### config.mk
export PLATFORM = sky130hd
export DESIGN_NAME = lag_anchor_log
export DESIGN_NICKNAME = d
export VERILOG_FILES = /design/src/rtl/lag_pkg.sv /design/src/rtl/lag_anchor_log.sv
export SDC_FILE = /design/constraint.sdc
export NUM_CORES = 2
export LEC_CHECK = 0
export ABC_AREA = 0
export CORE_UTILIZATION = 41
export DETAILED_ROUTE_END_ITERATION = 8
export DONT_BUFFER_PORTS = 1
export SLEW_MARGIN = 20
export SYNTH_ARGS = -nofsm -noshare
export SYNTH_HDL_FRONTEND = slang
export SYNTH_SLANG_ARGS = --single-unit
export TNS_END_PERCENT = 10
### constraint.sdc
create_clock -name clk -period 10 [get_ports clk]
set_input_delay 0.5 -clock clk [delete_from_list [all_inputs] [get_ports clk]]
set_output_delay 0.5 -clock clk [all_outputs]
set_load 0.01 [all_outputs]
### src/rtl/lag_pkg.sv
// Shared types, register codes and fixed-point helpers for the luminance adaptation gain block.
// No dependencies; used by lag_anchor_log and luminance_adaptation_gain.
package lag_pkg;

	localparam int LUM_W    = 48;
	localparam int LOG_FRAC = 20;
	localparam int EXP_W    = 6;
	localparam int LOG_W    = EXP_W + LOG_FRAC;
	localparam int MANT_W   = 32;
	localparam int GAIN_W   = 32;
	localparam int TGAIN_W  = 26;
	localparam int CFG_W    = 48;
	localparam int IDX_W    = 3;

	localparam logic [LUM_W-1:0]   RST_FLOOR_LUM  = 48'd1;
	localparam logic [LUM_W-1:0]   RST_TWI_LUM    = 48'd16777216;
	localparam logic [LUM_W-1:0]   RST_DAY_LUM    = 48'd16777216000;
	localparam logic [GAIN_W-1:0]  RST_FLOOR_GAIN = 32'd524288;
	localparam logic [TGAIN_W-1:0] RST_TWI_GAIN   = 26'd524288;
	localparam logic [TGAIN_W-1:0] RST_DAY_GAIN   = 26'd524288;

	typedef enum logic [IDX_W-1:0] {
		REG_FLOOR_LUM  = 3'd0,
		REG_TWI_LUM    = 3'd1,
		REG_DAY_LUM    = 3'd2,
		REG_FLOOR_GAIN = 3'd3,
		REG_TWI_GAIN   = 3'd4,
		REG_DAY_GAIN   = 3'd5
	} reg_idx_t;

	typedef enum logic [1:0] {RK_DIV, RK_ZERO, RK_ONE} ramp_kind_t;

	typedef enum logic [1:0] {ANC_IDLE, ANC_NORM, ANC_SQR} anc_state_t;

	typedef struct packed {
		logic             busy;
		logic [LOG_W-1:0] log_f;
		logic [LOG_W-1:0] log_t;
		logic [LOG_W-1:0] log_d;
	} anc_log_t;

	typedef struct packed {
		logic [MANT_W-1:0] m;
		logic              b;
	} sq_step_t;

	typedef struct packed {
		logic              byp;
		logic [GAIN_W-1:0] gain;
	} byp_t;

	typedef struct packed {
		ramp_kind_t        kind;
		logic [GAIN_W-1:0] ga;
		logic [GAIN_W-1:0] gb;
		byp_t              bp;
	} ramp_carry_t;

	// Clamp floor: a zero floor register counts as one LSB
	function automatic logic [LUM_W-1:0] lum_floor(input logic [LUM_W-1:0] v);
		return (v == '0) ? LUM_W'(1) : v;
	endfunction

	function automatic logic [LUM_W-1:0] clamp_lo(input logic [LUM_W-1:0] v,
			input logic [LUM_W-1:0] lo);
		return (v > lo) ? v : lo;
	endfunction

	// Index of the highest set bit
	function automatic logic [EXP_W-1:0] lead_one(input logic [LUM_W-1:0] v);
		logic [EXP_W-1:0] e;
		e = '0;
		for (int i = 0; i < LUM_W; i++) begin
			if (v[i]) e = EXP_W'(i);
		end
		return e;
	endfunction

	// Place the leading one at the top of a Q1.31 mantissa, truncating low bits
	function automatic logic [MANT_W-1:0] normalize(input logic [LUM_W-1:0] v,
			input logic [EXP_W-1:0] e);
		logic [LUM_W+MANT_W-1:0] w;
		w = {v, {MANT_W{1'b0}}} >> ({1'b0, e} + 7'd1);
		return w[MANT_W-1:0];
	endfunction

	// One log2 fraction bit: square the mantissa and renormalize
	function automatic sq_step_t sq_step(input logic [MANT_W-1:0] m);
		logic [2*MANT_W-1:0] sq;
		sq_step_t r;
		sq = m * m;
		r.b = sq[2*MANT_W-1];
		r.m = r.b ? sq[2*MANT_W-1:MANT_W] : sq[2*MANT_W-2:MANT_W-1];
		return r;
	endfunction

endpackage

### src/rtl/lag_anchor_log.sv
// Sequential log2 of the three clamped anchor luminances, one squaring per cycle.
// Depends on lag_pkg; instantiated by luminance_adaptation_gain.
module lag_anchor_log
	import lag_pkg::*;
(
	input  logic             clk,
	input  logic             arst_n,
	input  logic             restart,
	input  logic [LUM_W-1:0] floor_lum,
	input  logic [LUM_W-1:0] twi_lum,
	input  logic [LUM_W-1:0] day_lum,
	output anc_log_t         anc
);

	localparam int CNT_W = $clog2(LOG_FRAC);
	localparam logic [CNT_W-1:0] CNT_LAST = CNT_W'(LOG_FRAC - 1);
	localparam logic [1:0] IDX_LAST = 2'd2;

	anc_state_t state_q, state_nx;
	logic [1:0] idx_q;
	logic [CNT_W-1:0] cnt_q;
	logic [MANT_W-1:0] m_q;
	logic [EXP_W-1:0] e_q;
	logic [LOG_FRAC-1:0] frac_q;
	logic [LOG_W-1:0] log_f_q, log_t_q, log_d_q;
	logic [LUM_W-1:0] lo, v_sel;
	logic [EXP_W-1:0] e_sel;
	sq_step_t step;
	logic do_norm, do_sqr, last_sqr;

	// Select the clamped anchor under work
	always_comb begin
		lo = lum_floor(floor_lum);
		case (idx_q)
			2'd0:    v_sel = lo;
			2'd1:    v_sel = clamp_lo(twi_lum, lo);
			default: v_sel = clamp_lo(day_lum, lo);
		endcase
	end

	assign e_sel    = lead_one(v_sel);
	assign step     = sq_step(m_q);
	assign last_sqr = (cnt_q == CNT_LAST);

	// Next state
	always_comb begin
		state_nx = state_q;
		case (state_q)
			ANC_IDLE: state_nx = ANC_IDLE;
			ANC_NORM: state_nx = ANC_SQR;
			ANC_SQR: begin
				if (last_sqr) state_nx = (idx_q == IDX_LAST) ? ANC_IDLE : ANC_NORM;
			end
			default: state_nx = ANC_IDLE;
		endcase
		if (restart) state_nx = ANC_NORM;
	end

	// State outputs
	always_comb begin
		do_norm  = (state_q == ANC_NORM);
		do_sqr   = (state_q == ANC_SQR);
	end

	assign anc.busy  = (state_q != ANC_IDLE);
	assign anc.log_f = log_f_q;
	assign anc.log_t = log_t_q;
	assign anc.log_d = log_d_q;

	// Advance control: start over after reset and after an anchor write
	always_ff @(posedge clk or negedge arst_n) begin
		if (!arst_n) begin
			state_q <= ANC_NORM;
			idx_q   <= '0;
			cnt_q   <= '0;
		end else begin
			state_q <= state_nx;
			if (restart) begin
				idx_q <= '0;
				cnt_q <= '0;
			end else if (do_norm) begin
				cnt_q <= '0;
			end else if (do_sqr) begin
				cnt_q <= cnt_q + 1'b1;
				if (last_sqr) idx_q <= idx_q + 1'b1;
			end
		end
	end

	// Normalize, square, and store each finished log
	always_ff @(posedge clk) begin
		if (do_norm) begin
			e_q    <= e_sel;
			m_q    <= normalize(v_sel, e_sel);
			frac_q <= '0;
		end else if (do_sqr) begin
			m_q    <= step.m;
			frac_q <= {frac_q[LOG_FRAC-2:0], step.b};
			if (last_sqr) begin
				case (idx_q)
					2'd0:    log_f_q <= {e_q, frac_q[LOG_FRAC-2:0], step.b};
					2'd1:    log_t_q <= {e_q, frac_q[LOG_FRAC-2:0], step.b};
					default: log_d_q <= {e_q, frac_q[LOG_FRAC-2:0], step.b};
				endcase
			end
		end
	end

endmodule

Word level (Yosys, flattened, before mapping)
Cells that the tools add are included.
{"block": "word_totals", "out_inout_bits": 79, "elab_cells": 102, "memories": 0, "ramBits": 0, "mem_bits_ro": 0, "latch_bits": 0, "reg_bits": 144, "inputBits": 147}
{"block": "classes", "addsub": 3, "bitwise_logic": 2, "n_mux": 65, "eq_ne": 7, "reduce_logical": 12, "order_cmp": 2, "multipliers": 1, "div": 0, "shifts": 1}
{"cell": "two-way mux 6 bit", "count": 46}
{"cell": "two-way mux 48 bit", "count": 3}
{"cell": "> comparator 48 bit", "count": 2}
{"cell": "two-way mux 32 bit", "count": 3}
{"cell": "one-hot mux 48 bit (2 select lines)", "count": 1}
{"cell": ">> shifter 80 x 7 -> 32 bit", "count": 1}
{"cell": "multiplier 32 x 32 -> 64 bit", "count": 1}
{"cell": "logical NOT 48 bit", "count": 1}
{"cell": "two-way mux 5 bit", "count": 3}
{"cell": "two-way mux 2 bit", "count": 6}
{"cell": "AND reduction 4 bit", "count": 3}
{"cell": "nonzero test 2 bit", "count": 4}
{"cell": "adder 6 x 1 -> 7 bit, second input constant", "count": 1}
{"cell": "adder 5 x 1 -> 5 bit, second input constant", "count": 1}
{"cell": "equality test 5 bit, second input constant", "count": 1}
{"cell": "equality test 2 x 1 -> 1 bit, second input constant", "count": 2}
{"cell": "equality test 2 bit, second input constant", "count": 2}
{"cell": "one-hot mux 2 bit (2 select lines)", "count": 1}
{"cell": "inequality test 3 x 2 -> 1 bit, second input constant", "count": 1}
{"cell": "AND reduction 3 bit", "count": 1}
{"cell": "nonzero test 3 bit", "count": 1}
{"cell": "adder 2 x 1 -> 2 bit, second input constant", "count": 1}
{"cell": "logical NOT 2 bit", "count": 1}
{"cell": "two-way mux 1 bit", "count": 2}
{"cell": "3 further kinds", "count": 4}

Longest topological paths before layout
{"block": "logic_depth", "word_depth": 55, "mapped_depth": 39, "depth_no_buf": 36}

Least setup slack after synthesis
No wires, ideal clock.
{"block": "synth_path", "kind": "reg-to-reg", "from": "register m_q[18]", "to": "register m_q[30], data pin", "synth_period_minus_slack_ns": 9.134, "path_stages_with_launch": 34, "arrival_time_ns": 8.865, "slack_ns": 0.866, "required_time_ns": 9.730, "setup_ns": 0.270, "path_cell_list": "edfxtp_1 -> clkbuf_1 -> clkbuf_1 -> nand2_1 -> fa_1 -> inv_1 -> fa_1 -> inv_1 -> fa_1 -> fa_1 -> fa_1 -> fa_1 -> inv_1 -> fa_1 -> fa_1 -> ha_1 -> clkbuf_1 -> o21ai_0 -> a21oi_1 -> and4_1 -> a2bb2oi_1 -> o31ai_1 -> nor3_1 -> o21a_1 -> o311a_1 -> o21bai_1 -> a31o_2 -> xnor2_1 -> clkbuf_1 -> clkbuf_1 -> clkbuf_1 -> o21ai_0 -> a31oi_1 -> a31oi_1"}
{"block": "synth_via", "elab_chain_cells": 4}
{"item": "start: declaration", "line_no": "lag_anchor_log.sv:22", "source": "logic [MANT_W-1:0] m_q;"}
{"item": "start signal: assignment", "line_no": "lag_anchor_log.sv:94", "source": "m_q <= normalize(v_sel, e_sel);"}
{"item": "start signal: assignment", "line_no": "lag_anchor_log.sv:97", "source": "m_q <= step.m;"}
{"item": "multiplier 32 x 32 -> 64 bit", "line_no": "lag_pkg.sv:91", "source": "sq = m * m;"}
{"item": "two-way mux 32 bit", "line_no": "lag_pkg.sv:93", "source": "r.m = r.b ? sq[2*MANT_W-1:MANT_W] : sq[2*MANT_W-2:MANT_W-1];"}
{"item": "two-way mux 32 bit", "line_no": "lag_anchor_log.sv:96", "source": "end else if (do_sqr) begin"}
{"item": "two-way mux 32 bit", "line_no": "lag_anchor_log.sv:92", "source": "if (do_norm) begin"}
Every way passes these cells. The select of a mux whose other input is x is not followed.
A chain may end at the register's enable or synchronous reset.

Worst setup path after layout
{"block": "layout_path", "from": "register m_q[5]", "to": "register m_q[20], data pin"}
Same word-level chain as after synthesis.

==> run metrics <==
total area of multi-input combinational cells=32550 um^2; insertion delay of the later-clocked pin in the worst-skew pair=460 ps; hold violation count in the final report=0; per-instance average area after synthesis=9.176 um^2; clock tree from TritonCTS=built; Total Neg Setup Slack=0 ps; leading cell types by total area after synthesis=sky130_fd_sc_hd__fa_1 (39%), sky130_fd_sc_hd__ha_1 (11%), sky130_fd_sc_hd__inv_1 (9.5%), sky130_fd_sc_hd__edfxtp_1 (8.4%), sky130_fd_sc_hd__nand2_1 (3.4%); global placement routability congestion=0.9595; antenna violation net count after detailed routing=0; # DRC=0; data required time of the worst path=10260 ps; worst clock skew=12.44 ps; kind of start point of the critical path=register; initial antenna violation count=1; full die area=102400 um^2; #FFs+latches synth=144; count of unique library cells instantiated by Yosys=93; post-layout util=0.4431; number of buffers inserted by port buffering=0; Reg area=4090 um^2; crit-path max FO=14; classification of the worst-slack hold path=input port to register; number of cells on the critical path=36; Yosys warning total=0; R2R Setup Slk=420 ps; starting density of the core=0.4141; core area=100100 um^2; RSZ-0062 raised after global routing=false; detailed placer's ending HPWL=106100 um; status=finished clean; part of the cycle the worst path needs=0.9578; TritonCTS sink count=144; final-stage net count=5826; relative slew slack=0.2350; Syn Nets=5846; Vert. Die Dim=320.0 um; Crit path arrival time=9840 ps; post-detailed-route via-to-cell ratio=5.618; endpoints failing setup=0; top cells by count, synth=sky130_fd_sc_hd__inv_1 (1049), sky130_fd_sc_hd__fa_1 (806), sky130_fd_sc_hd__ha_1 (374); number of vias in the routed layout=32.64k; final critical path time including I/O delays and setup=9578 ps; Clk pin slew, worst setup/hold paths=60 ps; fraction of final layout cells sized beyond drive strength 1=0.06494; share of flip-flops with an asynchronous set or reset=0.06250; number of global-route vias before repair=34.41k; post-synthesis instance area=41470 um^2; area grow syn2layout=7.012%; Worst Tran Pin Value=1147 ps; io pins=226; overall track demand over capacity in global routing=0.2579; sequential-to-total area share from yosys stat=0.09864; most repeated cell in the gate-level netlist after synthesis=sky130_fd_sc_hd__inv_1; total grt overflow=0; first-pass iteration count of the detailed router=6; count of standard-cell rows=116; number of enable-type register cells in the synthesized netlist=116; Crit Path Class=register to register; sum of routed wire length over all layers=130000 um; total buffers and inverters traversed by the critical path=10; Die X-Extent=320.0 um; pin count of the biggest net entering global routing=58; max capacitance violation total=0; gate count of the mapped netlist=4519; ANT cells=0; area share of the largest cell type after synthesis=0.3891; library cell with the largest summed area after synthesis=sky130_fd_sc_hd__fa_1; Primary FF master, synth=sky130_fd_sc_hd__edfxtp_1; H-tree depth=4; fin. max-slew vios=0; Worst Hold Depth=1; critical path endpoint category=register; Max Buffers Root-to-Sink=2; Critical Path Most Common Cell=sky130_fd_sc_hd__fa_1; number of buffers added by the clock tree synthesis step=17; highest cell delay on the worst timing path=710 ps; cell chosen for the clock root=sky130_fd_sc_hd__clkbuf_16; delay-heaviest family, CP=adder cells; Peak Freq=104.4 MHz; DR iter-0 viols=2766; Crit-path slowest cell=sky130_fd_sc_hd__edfxtp_1; fillcell total=9856; worst reg-to-reg path cell count=36; first-pass GRT wire length=202900 um; average routed wire per standard cell=22.37 um
## final timing paths
check | end | startpoint
worst max-delay path | m_q[20] | m_q[5]
worst min-delay path | idx_q[1] | restart
worst max register to register | m_q[20] | m_q[5]
worst min register to register | log_t_q[19] | frac_q[18]
max in group asynchronous | state_q[0] | arst_n
min in group asynchronous | cnt_q[3] | arst_n
## stage by stage
stage	setup slack (ps)	instances	hold WS, ps	cell area, um^2
finish	422.0	5810	108.7	44370
global route	6.212	5810	93.65	44370
CTS	25.49	5790	84.19	44140
detailed placement	49.19	5757	205.3	43540
global placement	228.1	5757	205.2	43540
floorplan	865.8	4519	204.4	41470
## cell type report
class,count,area share
multi-input combinational,3096,0.7336
clock inverter,14,0.003609
clock buffer,18,0.009672
inverter,1059,0.08958
sequential,144,0.09218
timing repair buffer,181,0.03474
tap,1298,0.03660
## worst register-to-register path, delay by kind of cell, from the launching register on
kind | cells | cell delay (ps)
AOI/OAI and AO/OA | 14 | 2770
xor gates and xnor gates | 1 | 160
adders and majority gates | 9 | 4220
buffers and inverters | 10 | 1160
DFF | 1 | 710
and+or+nand+nor | 2 | 370
## layer usage
| layer | vias to the layer above | track usage | share of wire |
|---|---|---|---|
| met4 | 0 | 0.07390 | 0.032 |
| li1 | 14550 | - | - |
| met5 | - | 0 | 0 |
| met1 | 16590 | 0.3407 | 0.41 |
| met2 | 1258 | 0.4392 | 0.49 |
| met3 | 238 | 0.03603 | 0.073 |
## state kept, by name, summed over array words and instances (netlist names)
signal / flops
idx_q: 2
log_t_q: 26
cnt_q: 5
log_f_q: 26
log_d_q: 26
state_q: 2
e_q: 6
frac_q: 19
m_q: 32
## logic make-up after synthesis
group	Yosys count	share of synthesized area
AOI/OAI and AO/OA	717	0.1283
and+or+nand+nor	1073	0.1238
muxes	82	0.02049
buffers and inverters	1279	0.1175
adders and majority gates	1180	0.5020
xor gates and xnor gates	44	0.009294
DFF	144	0.09864
## layout by cell type, fill, tap and decap left out, types with 41 or more instances in the layout
cell | netlist | layout
sky130_fd_sc_hd__a21oi_1 | 145 | 145
sky130_fd_sc_hd__ha_1 | 374 | 373
sky130_fd_sc_hd__buf_4 | 8 | 165
sky130_fd_sc_hd__nor3_1 | 69 | 69
sky130_fd_sc_hd__nand2_1 | 371 | 371
sky130_fd_sc_hd__mux2i_1 | 68 | 68
sky130_fd_sc_hd__inv_1 | 1049 | 1049
sky130_fd_sc_hd__fa_1 | 806 | 805
sky130_fd_sc_hd__nand3_1 | 62 | 62
sky130_fd_sc_hd__and2_1 | 218 | 218
sky130_fd_sc_hd__a31oi_1 | 42 | 41
sky130_fd_sc_hd__nor2_1 | 211 | 209
sky130_fd_sc_hd__o21ai_0 | 74 | 74
sky130_fd_sc_hd__edfxtp_1 | 116 | 116
sky130_fd_sc_hd__o211ai_1 | 46 | 46
## repair_timing
item	CTS	global route
hold buffers	1	0
endpoints found under the hold margin	9	0
setup buffers	0	18
resized for setup	0	6
endpoints found under the setup margin	0	32
Power is left out: the tool's default activity adds up to more than one toggle a clock period on the data nets, which glitch-free logic cannot reach.
